==> config.mk <==
export PLATFORM = sky130hd
export DESIGN_NAME = akct_front
export DESIGN_NICKNAME = d
export VERILOG_FILES = /design/src/hw/rtl/akct_pkg.sv /design/src/hw/rtl/akct_front.sv
export SDC_FILE = /design/constraint.sdc
export NUM_CORES = 1
export LEC_CHECK = 0
export BUFFER_PORTS_ARGS = -buffer_cell sky130_fd_sc_hd__buf_2
export CAP_MARGIN = 30
export CORE_AREA = 2 2 56 58
export DETAILED_ROUTE_END_ITERATION = 12
export DIE_AREA = 0 0 58 60
export PLACE_DENSITY_LB_ADDON = 0.2
export REMOVE_ABC_BUFFERS = 1
export SETUP_SLACK_MARGIN = 0.3
export SYNTH_ARGS = -nofsm -noshare
export SYNTH_HDL_FRONTEND = slang
export SYNTH_SLANG_ARGS = --single-unit
==> constraint.sdc <==
create_clock -name vclk -period 3.3
set_input_delay 0.66 -clock vclk [all_inputs]
set_output_delay 0.66 -clock vclk [all_outputs]
set_load 0.005 [all_outputs]
==> src/hw/rtl/akct_pkg.sv <==
// Shared types, constants and functions of the address keyed counter table.
package akct_pkg;

	localparam int TableDepthDef = 4096;
	localparam int ProbeLimitDef = 64;
	localparam int KeyShiftDef   = 4;
	localparam int QueueDepth    = 4;

	localparam int KeyW   = 64;
	localparam int CntW   = 32;
	localparam int UsedW  = 17;
	localparam int InDataW  = 72;
	localparam int InUserW  = 2;
	localparam int OutDataW = 216;
	localparam int OutUserW = 3;

	// Input mode codes.
	localparam logic [1:0] MODE_COUNT  = 2'd0;
	localparam logic [1:0] MODE_LOOKUP = 2'd1;
	localparam logic [1:0] MODE_CLEAR  = 2'd2;

	// Result status codes.
	typedef enum logic [2:0] {
		ST_IGNORED = 3'd0,
		ST_HIT     = 3'd1,
		ST_NEW     = 3'd2,
		ST_FULL    = 3'd3,
		ST_FOUND   = 3'd4,
		ST_MISS    = 3'd5,
		ST_CLEARED = 3'd6
	} status_t;

	// Command kinds after classification.
	typedef enum logic [1:0] {
		CMD_COUNT,
		CMD_LOOKUP,
		CMD_CLEAR,
		CMD_IGNORE
	} cmd_kind_t;

	typedef struct packed {
		cmd_kind_t         kind;
		logic [KeyW-1:0]   key;
		logic              marked;
		logic              young;
	} cmd_t;

	typedef struct packed {
		logic [CntW-1:0] refs;
		logic [CntW-1:0] marked;
		logic [CntW-1:0] unmarked;
		logic [CntW-1:0] young;
		logic [CntW-1:0] old;
	} cnt_t;

	typedef struct packed {
		logic            valid;
		logic [KeyW-1:0] key;
		cnt_t            cnt;
	} entry_t;

	typedef struct packed {
		status_t          status;
		cnt_t             cnt;
		logic [UsedW-1:0] used;
		logic [CntW-1:0]  full;
	} res_t;

	// Back end sequencer states.
	typedef enum logic [2:0] {
		BK_INIT,
		BK_IDLE,
		BK_READ,
		BK_CHECK,
		BK_SWEEP,
		BK_RESP
	} bk_state_t;

	// Increment that sticks at the counter maximum.
	function automatic logic [CntW-1:0] sat_inc(input logic [CntW-1:0] v);
		return (&v) ? v : v + {{(CntW-1){1'b0}}, 1'b1};
	endfunction

endpackage

==> src/hw/rtl/akct_front.sv <==
// Front end: accepts input transactions and classifies them into commands.
module akct_front (
	input  logic                           s_axis_tvalid,
	output logic                           s_axis_tready,
	input  logic [akct_pkg::InDataW-1:0]   s_axis_tdata,
	input  logic [akct_pkg::InUserW-1:0]   s_axis_tuser,
	input  logic                           init_done,
	input  logic                           queue_ready,
	output logic                           push,
	output akct_pkg::cmd_t                 cmd
);

	logic [akct_pkg::KeyW-1:0] key;
	logic                      key_zero;

	assign key      = s_axis_tdata[akct_pkg::KeyW-1:0];
	assign key_zero = (key == '0);

	// Accept only after the clearing pass and while the queue has room.
	assign s_axis_tready = init_done && queue_ready;
	assign push          = s_axis_tvalid && s_axis_tready;

	// Classify the mode; a zero key in count or lookup mode, or the unused mode, is ignored.
	always_comb begin
		cmd.key    = key;
		cmd.marked = s_axis_tdata[akct_pkg::KeyW];
		cmd.young  = s_axis_tdata[akct_pkg::KeyW+1];
		case (s_axis_tuser)
			akct_pkg::MODE_COUNT:  cmd.kind = key_zero ? akct_pkg::CMD_IGNORE
			                                           : akct_pkg::CMD_COUNT;
			akct_pkg::MODE_LOOKUP: cmd.kind = key_zero ? akct_pkg::CMD_IGNORE
			                                           : akct_pkg::CMD_LOOKUP;
			akct_pkg::MODE_CLEAR:  cmd.kind = akct_pkg::CMD_CLEAR;
			default:               cmd.kind = akct_pkg::CMD_IGNORE;
		endcase
	end

endmodule

---- Yosys cells after proc, flatten, opt, wreduce, memory -nomap -nowiden ----
Cells that the tools add are included.
storage, ports and cells
  bits in registers ....................... 0
  word-level logic and storage cells ...... 9
cells by class
  muxes and demuxes ....................... 3
  equality and inequality tests ........... 2
  reduce and logical (&&, ||, !) cells .... 4
operators with widths
  kind                number
  $logic_not 64->1    1
  $pmux 2 s3          1
  $mux 2              2
  $eq 2x1->1 const B  1
  $eq 2x2->1 const B  1
  $logic_and 1x1->1   2
  $logic_not 2->1     1

---- Logic depth before layout (Yosys ltp) ----
  depth in word-level cells ............... 3
  mapped depth ............................ 4
  depth with buffers taken out ............ 4

---- Worst setup path before layout ----
OpenSTA, ideal clock, no wires.
  kind .................................... input to output
  from .................................... in s_axis_tdata[31] (netlist name)
  to ...................................... out cmd[66] (netlist name)
  data required time ...................... 2640 ps
  arrival time ............................ 1475 ps
  slack ................................... 1165 ps
  cell stages on the path ................. 4
  path through ............................ nor4_1 -> nand4_1 -> nor4_2 -> a21o_1
RTL lines
  element      line              source
  from (decl)  akct_front.sv:5   input logic [akct_pkg::InDataW-1:0] s_axis_tdata,
  to (decl)    akct_front.sv:10  output akct_pkg::cmd_t cmd

==> results.toml <==
[run_status]
status = "complete, no violations"

[flow_run]
drv_cap = 0

[route]
wirelength_um = 2101
drcViolationCount = 0
drtIter0Drc = 11
via_count = 862
drtAntennaViolNets = 0
vias_per_cell = 4.398
dr.pass1.iters = 4
wire_per_inst_um = 10.72

[critical_path]
crit_start = "s_axis_tdata[17]"
cp.required_ps = 2640
endpoint_kind = "output pin"
cp-start-kind = "primary input"
cp.arrival_ps = 1800
critPathKind = "in2out"
cp_max_fo = 2

[synthesis]
synth_top_area_share_pct = 74.02
ys_top_cells_by_area = "buf_4, nor4_1, nand4_1"
ys_types = 9
postSynthAreaPerCell_um2 = 7.276
syn_area_um2 = 669.4
syn_inst = 92
yosysTopAreaCell = "buf_4"
yosysWarnings = 0
synth_seq_area_share_pct = 0

[finish]
clockBufferCount = 0
area.sequential_um2 = 0
final_cell_mix = "buf_2, nor4_1, nand4_1"
final_nets = 242
finalInstanceArea_um2 = 900.9
final_common_cell = "buf_2"
n_antenna_cell = 0
finish.utilization_pct = 31.03
fin_cells = 196
areaGrowthSynthToFinish_pct = 34.58
drive_gt1_share_pct = 85.28
seq_cells = 0

[floorplanning]
rows = 20
dieArea_um2 = 3480
io-pin-count = 147
fp.coreArea_um2 = 2903
die_w_um = 58
start_util_pct = 23.06
die_y_um = 60

[power]
ir_drop_uv = 65.33
p_comb_share_pct = 100.0
leakage_nw = 0.5735
p_switching_w = 0.00004341
internal-power_w = 0.00006008
power_density_nw_per_um2 = 114.9
fin_total_pwr_w = 0.0001035
swShare_pct = 41.95
clockPowerShare_pct = 0
power_frac_seq_pct = 0

[placed_design]
dpl.hpwl_um = 2101
io_buffers = 137
gp_congestion = 0.6907
placed_cell_area_um2 = 900.9
dp_cells = 196

[sta]
slew_viol_final = 0
fin_crit_sh_pct = 74.64
max_freq_ghz = 0.4060
grt_setup_unrepaired = "no"
final-setup-viol-count = 0
tightest_slew_ps = 267.0
period_minus_slack_ps = 2463
slew_headroom_pct = 82.04
hold_viol = 0
tns_ps = 0

[hold_path]
hold_end = "cmd[1]"
hold_path_class = "in2out"
hold_path.startpoint = "s_axis_tdata[64]"
hold_path_depth = 0

[global_route]
antenna_found_initial = 0
grt_pass1_wl_um = 2808
grt.overflow.total = 0
grt_max_degree = 3
grt.total_usage_pct = 10.05
grt_pass1_vias = 652

[cts]
post_cts_buffers = 0
postCtsHoldBufs = 0
post_cts_resized = 0
==> layout make-up <==
type	instances	area (µm²)
Timing Repair Buffer	137	685.7
Fill cell	319	2002
Tap cell	33	41.29
Inverter	1	3.754
Multi-Input combinational cell	25	170.2
==> power by group through the flow <==
| stage | sequential, W | combinational [W] | clock, W |
|---|---|---|---|
| 3_3_place_gp | 0 | 0.000105 | 0 |
| 5_1_grt | 0 | 0.000114 | 0 |
| 2_1_floorplan | 0 | 0.00000609 | 0 |
| 6_report | 0 | 0.000103 | 0 |
| 4_1_cts | 0 | 0.000106 | 0 |
| 3_5_place_dp | 0 | 0.000105 | 0 |
==> per-layer routing <==
metal  wire length, µm  vias up  track usage (%)
li1                  -      404                -
met1               662      382            10.42
met2              1117       76            22.40
met3               321        0           0.8658
met4                 0        0                0
met5                 0        -                0
==> stage by stage <==
step	hold slack [ps]	setup slack, ps
final	1320	836.8
after global routing	1320	707.1
after CTS	1320	787.6
after detailed placement	1320	787.9
after global placement	1320	769.2
after floorplan	1320	1165
==> worst max-delay path, stage by stage <==
cell and delay, ps:
buf_2 110, nor4_1 300, nand4_1 180, nor4_2 310, a21o_1 150, buf_2 100
==> worst max path at each step <==
stage / endpoint / slack [ps] / depth (start not counted)
5_1_grt: cmd[66] / 710 / 6
3_5_place_dp: cmd[66] / 790 / 6
2_1_floorplan: cmd[66] / 1160 / 4
4_1_cts: cmd[66] / 790 / 6
3_3_place_gp: cmd[66] / 770 / 6
6_report: cmd[66] / 840 / 6
==> synth_stat cells, drive strengths merged <==
cell type	number
a21o	1
inv	1
and3	1
nand4	4
nor4	17
buf	66
or2	1
and2	1
==> cell families after synthesis <==
| logic type | share of synthesized area [%] |
|---|---|
| buffers and inverters | 74.58 |
| AO/OA/AOI/OAI | 1.122 |
| AND/OR/NAND/NOR | 24.30 |
Note: power is estimated with default switching activity, not from simulation.
