<file path="config.mk">
export PLATFORM = sky130hd
export DESIGN_NAME = akct_fifo
export DESIGN_NICKNAME = d
export VERILOG_FILES = /design/src/hw/rtl/akct_pkg.sv /design/src/hw/rtl/akct_fifo.sv
export SDC_FILE = /design/constraint.sdc
export NUM_CORES = 1
export LEC_CHECK = 0
export ABC_AREA = 0
export BUFFER_PORTS_ARGS = -buffer_cell sky130_fd_sc_hd__clkbuf_2
export CAP_MARGIN = 40
export CORE_ASPECT_RATIO = 1.1
export CORE_MARGIN = 8
export CORE_UTILIZATION = 59
export CTS_BUF_LIST = sky130_fd_sc_hd__clkbuf_2
export DETAILED_ROUTE_END_ITERATION = 10
export GPL_TIMING_DRIVEN = 0
export PLACE_DENSITY = 0.85
export SETUP_SLACK_MARGIN = 0.1
export SKIP_LAST_GASP = 1
export SLEW_MARGIN = 20
export SYNTH_ARGS = -nofsm -noshare
export SYNTH_HDL_FRONTEND = slang
export SYNTH_SLANG_ARGS = --single-unit
</file>
<file path="constraint.sdc">
create_clock -name clk -period 3 [get_ports clk]
set_input_delay 0.15 -clock clk [delete_from_list [all_inputs] [get_ports clk]]
set_output_delay 0.15 -clock clk [all_outputs]
set_load 0.01 [all_outputs]
</file>
<file path="src/hw/rtl/akct_pkg.sv">
// Shared types, constants and functions of the address keyed counter table.
package akct_pkg;

	localparam int TableDepthDef = 4096;
	localparam int ProbeLimitDef = 64;
	localparam int KeyShiftDef   = 4;
	localparam int QueueDepth    = 4;

	localparam int KeyW   = 64;
	localparam int CntW   = 32;
	localparam int UsedW  = 17;
	localparam int InDataW  = 72;
	localparam int InUserW  = 2;
	localparam int OutDataW = 216;
	localparam int OutUserW = 3;

	// Input mode codes.
	localparam logic [1:0] MODE_COUNT  = 2'd0;
	localparam logic [1:0] MODE_LOOKUP = 2'd1;
	localparam logic [1:0] MODE_CLEAR  = 2'd2;

	// Result status codes.
	typedef enum logic [2:0] {
		ST_IGNORED = 3'd0,
		ST_HIT     = 3'd1,
		ST_NEW     = 3'd2,
		ST_FULL    = 3'd3,
		ST_FOUND   = 3'd4,
		ST_MISS    = 3'd5,
		ST_CLEARED = 3'd6
	} status_t;

	// Command kinds after classification.
	typedef enum logic [1:0] {
		CMD_COUNT,
		CMD_LOOKUP,
		CMD_CLEAR,
		CMD_IGNORE
	} cmd_kind_t;

	typedef struct packed {
		cmd_kind_t         kind;
		logic [KeyW-1:0]   key;
		logic              marked;
		logic              young;
	} cmd_t;

	typedef struct packed {
		logic [CntW-1:0] refs;
		logic [CntW-1:0] marked;
		logic [CntW-1:0] unmarked;
		logic [CntW-1:0] young;
		logic [CntW-1:0] old;
	} cnt_t;

	typedef struct packed {
		logic            valid;
		logic [KeyW-1:0] key;
		cnt_t            cnt;
	} entry_t;

	typedef struct packed {
		status_t          status;
		cnt_t             cnt;
		logic [UsedW-1:0] used;
		logic [CntW-1:0]  full;
	} res_t;

	// Back end sequencer states.
	typedef enum logic [2:0] {
		BK_INIT,
		BK_IDLE,
		BK_READ,
		BK_CHECK,
		BK_SWEEP,
		BK_RESP
	} bk_state_t;

	// Increment that sticks at the counter maximum.
	function automatic logic [CntW-1:0] sat_inc(input logic [CntW-1:0] v);
		return (&v) ? v : v + {{(CntW-1){1'b0}}, 1'b1};
	endfunction

endpackage

</file>
<file path="src/hw/rtl/akct_fifo.sv">
// Short command queue between the front end and the back end.
module akct_fifo #(
	parameter int DEPTH = akct_pkg::QueueDepth
) (
	input  logic           clk,
	input  logic           arst_n,
	input  logic           push,
	input  akct_pkg::cmd_t push_data,
	output logic           ready,
	input  logic           pop,
	output logic           empty,
	output akct_pkg::cmd_t pop_data
);

	localparam int AW = (DEPTH > 1) ? $clog2(DEPTH) : 1;
	localparam int CW = $clog2(DEPTH + 1);

	akct_pkg::cmd_t slot_q [DEPTH];
	logic [AW-1:0]  wr_ptr_q;
	logic [AW-1:0]  rd_ptr_q;
	logic [CW-1:0]  count_q;

	function automatic logic [AW-1:0] ptr_next(input logic [AW-1:0] p);
		return (p == AW'(DEPTH - 1)) ? '0 : p + {{(AW-1){1'b0}}, 1'b1};
	endfunction

	assign ready    = (count_q != CW'(DEPTH));
	assign empty    = (count_q == '0);
	assign pop_data = slot_q[rd_ptr_q];

	// Storage slots.
	always_ff @(posedge clk) begin
		if (push) begin
			slot_q[wr_ptr_q] <= push_data;
		end
	end

	// Pointers and fill count.
	always_ff @(posedge clk or negedge arst_n) begin
		if (!arst_n) begin
			wr_ptr_q <= '0;
			rd_ptr_q <= '0;
			count_q  <= '0;
		end else begin
			if (push) begin
				wr_ptr_q <= ptr_next(wr_ptr_q);
			end
			if (pop) begin
				rd_ptr_q <= ptr_next(rd_ptr_q);
			end
			if (push && !pop) begin
				count_q <= count_q + {{(CW-1){1'b0}}, 1'b1};
			end else if (pop && !push) begin
				count_q <= count_q - {{(CW-1){1'b0}}, 1'b1};
			end
		end
	end

endmodule

</file>
== Word level (Yosys, flattened, before mapping) ==
Memory sizes are Yosys's and may differ from the RTL's.
Index checks and enable logic that the tools add are counted.
Storage, ports and cells
  register bits: 7
  bits in writable memories: 272
  output and inout bits: 70
  word-level logic and storage cells: 23
  memories: 1
Cells by class
  add/subtract/negate cells: 4
  equality and inequality tests: 3
  mux-type cells: 6
  reductions and logical operators: 6
Memory list
  slot_q: words 4, width 68, read ports 1, clocked after Yosys merged registers in 0, wr ports 1, RTL line akct_fifo.sv:18  | akct_pkg::cmd_t slot_q [DEPTH];
Operator list (count)
  $mux 3: 2
  $add 2x1->2 const B: 2
  $eq 2x2->1 const B: 2
  $mux 2: 2
  $add 3x1->3 const B: 1
  $logic_not 3->1: 1
  $ne 3x3->1 const B: 1
  $sub 3x1->3 const B: 1
  $logic_and 1x1->1: 2
  $logic_not 1->1: 2
  $mux 1: 2
  $reduce_bool 2->1: 1

== Depth between registers and ports, before layout ==
  word-level depth: 4
  mapped depth: 7
  mapped depth without buffers: 7

== Least setup slack after synthesis ==
Ideal clock, no wire load.
  path kind: flip-flop to flip-flop
  from: register wr_ptr_q[0]
  to: memory slot_q[0][0] (netlist name) (enable)
  arrival time: 2.219 ns
  data required time: 2.567 ns
  path slack: 0.348 ns
  cell stages (with the launch flop): 4
  path buffers: 0
  period minus slack after synthesis: 2.652 ns
  path through: dfrtp_1 inv_1 ha_1 and2_1
RTL lines
  start, declared: RTL line akct_fifo.sv:19  | logic [AW-1:0] wr_ptr_q;
  start signal, assigned: RTL line akct_fifo.sv:46  | wr_ptr_q <= ptr_next(wr_ptr_q);
  end, declared: RTL line akct_fifo.sv:18
No word-level cell before the write port.

==> metrics.cfg <==
[run_status]
outcome=finished, final reports clean

[grt]
grt_antenna_before_repair=5
grt_max_degree=43
first_global_vias=5883
grt_overflow=0
grtUsageTotal_pct=19.1
grt_first_pass_wirelength_um=31400

[cts]
root_buffer=clkbuf_2
cts.sinks=279
cts-hold-fix-buffers=72
insertion_delay_ns=0.79
clkTransAtPathRegs_ns=0.10
cts_resized=0
cts_tree=yes
cts_max_level=3
post-cts-setup-buffer-count=0
clk_path_buf_depth=3
numCtsBuffers=66

[pwr]
p_clk_share_pct=20.3
switching_power_mw=3.45
ir_drop_mv=0.618
power.share.switching_pct=31.2
power_leakage_nw=4.62
combinationalPowerShare_pct=33.0
internal-power_mw=7.61
power_density_mw_per_mm2=870
power_frac_seq_pct=46.7

[yosys]
syn_avg_cell_area_um2=26.2
yosys_warnings=0
ys_seq_area_share_pct=81.0
syn_area_mm2=0.0103
synthCells=394
syn_nets=473
synth_seq_cells=279
synth.distinct_cells=18

[layout]
area_growth_pct=23.4
final_common_cell=edfxtp_1
nets=758
drive_above_1_share_pct=46.6
final_cell_mix=edfxtp_1, clkbuf_2, dlygate4sd3_1
multi_input_area_mm2=0.00176
seq_area_mm2=0.00834
fill_cells=940

[sta]
fmax_ghz=0.388
fin_worst_skew_ns=0.0490
relSlewSlack_pct=68.0
slew_violations=0
post-route-min-period_ns=2.58
hold_ws_ns=0.113
rsz0062_at_grt=false
setup_viol=0
setup_ws_ns=0.425
tightest_slew_ns=0.480
hold_violations=0
timing.final.crit_share_pct=85.8

[routing]
dr.pass1.iters=4
wl_per_cell_um=21.1
drt_iter0_drc=311
via_per_inst=5.42
drc=0
drtAntennaViolNets=0
totalWireLength_um=20300
via_count=5228

[die]
dieArea_mm2=0.0220
start_util_pct=60.3
die_h_um=155
core_area_mm2=0.0171
ios=142
core.rowCount=50
die_w_um=142

[min_path]
hp-class=in -> reg

[worst_setup_path]
cp_slowest_cell=dfrtp_1
required_ns=2.85
crit_path_end_kind=primary output
path_max_fanout=10
cp_slowest_stage_delay_ns=0.36
critical_path_class=reg -> out
path_cells=buf_2 -> buf_2 -> buf_4 -> mux4_2 -> clkbuf_2
startpoint_type=register
crit_arrival_ns=2.43
crit_path_frequent_cell=buf_2

[place]
place_ws_ns=1.17
dp_hpwl_um=12000
port_buffers=141
place.gp.congestion=0.662

[job]
cap_violations=0

==> critical path, delay by kind of cell, from the launching register on <==
family	cells	cell delay (ns)
buffers and inverters	4	0.93
DFF	1	0.36
muxes	1	0.34
==> area by class of cell <==
| cell class | count | area share, % |
|---|---|---|
| timing repair buffer | 217 | 12.1 |
| clock inverter | 22 | 0.718 |
| tap | 234 | 2.30 |
| multi-input combinational | 95 | 13.9 |
| clock buffer | 93 | 3.66 |
| inverter | 4 | 0.118 |
| buffer | 16 | 1.53 |
| antenna | 5 | 0.0984 |
| sequential | 279 | 65.6 |
==> per-layer routing <==
layer | share of wire (%) | up-vias | global-route usage, %
li1 | - | 2308 | -
met1 | 36 | 2671 | 20.6
met2 | 54 | 213 | 33.3
met3 | 6.7 | 34 | 6.56
met4 | 2.4 | 2 | 8.40
met5 | 0.039 | - | 0
==> power by group through the flow <==
stage	clock [mW]	combinational (mW)	sequential, mW
floorplan	0	2.34	5.22
global placement	0	3.47	5.27
detailed placement	0	3.63	5.25
CTS	2.30	3.71	5.16
global route	2.52	3.91	5.21
finish	2.24	3.65	5.16
==> registers in the layout, summed over array words and instances, names as in the netlist <==
register  flops
slot_q      272
count_q       3
rd_ptr_q      2
wr_ptr_q      2
==> per-stage QoR <==
stage,std cells,area (um^2),TNS (ns),utilization [%],total power [mW]
5_1_grt,965,12700,0,74.4,11.6
3_3_place_gp,769,11300,-203.24,66.2,8.75
4_1_cts,960,12700,0,74.4,11.2
3_5_place_dp,773,11400,0,66.9,8.87
2_1_floorplan,394,10300,0,-,7.56
6_report,965,12700,0,74.4,11.1
==> final timing paths <==
check | startpoint | to | slack [ns] | depth (start not counted)
max | rd_ptr_q[1] | pop_data[42] | 0.42 | 5
min | push_data[41] | slot_q[1][41] | 0.11 | 2
max reg2reg | wr_ptr_q[1] | slot_q[1][14] | 1.11 | 4
min reg2reg | count_q[2] | count_q[2] | 0.51 | 1
max in group asynchronous | arst_n | count_q[1] | 2.43 | 3
min in group asynchronous | arst_n | rd_ptr_q[0] | 0.31 | 3
==> Yosys cell counts (all sizes together) <==
| cell | count | area (um^2) |
|---|---|---|
| buf | 16 | 194 |
| nand2 | 3 | 11.3 |
| dfrtp | 7 | 175 |
| fa | 1 | 20.0 |
| xnor2 | 1 | 8.76 |
| mux4 | 68 | 1530 |
| nor2 | 4 | 15.0 |
| edfxtp | 272 | 8170 |
| and2 | 4 | 25.0 |
| mux2 | 3 | 33.8 |
| nor3 | 1 | 5.00 |
| ha | 6 | 75.1 |
| o21ai | 2 | 10.0 |
| inv | 4 | 15.0 |
| xor2 | 2 | 17.5 |
==> kinds of logic (layout without fill, tap and decap cells) <==
| family | count (synthesis) | after routing | share of synthesized area (%) |
|---|---|---|---|
| buffers and inverters | 20 | 352 | 2.03 |
| xor gates and xnor gates | 3 | 3 | 0.255 |
| DFF | 279 | 279 | 81.0 |
| and+or+nand+nor | 12 | 12 | 0.546 |
| other | 0 | 5 | 0 |
| muxes | 71 | 71 | 15.2 |
| AOI/OAI and AO/OA | 2 | 2 | 0.0971 |
| adders and majority gates | 7 | 7 | 0.923 |
Note: power is estimated with default switching activity, not from simulation.
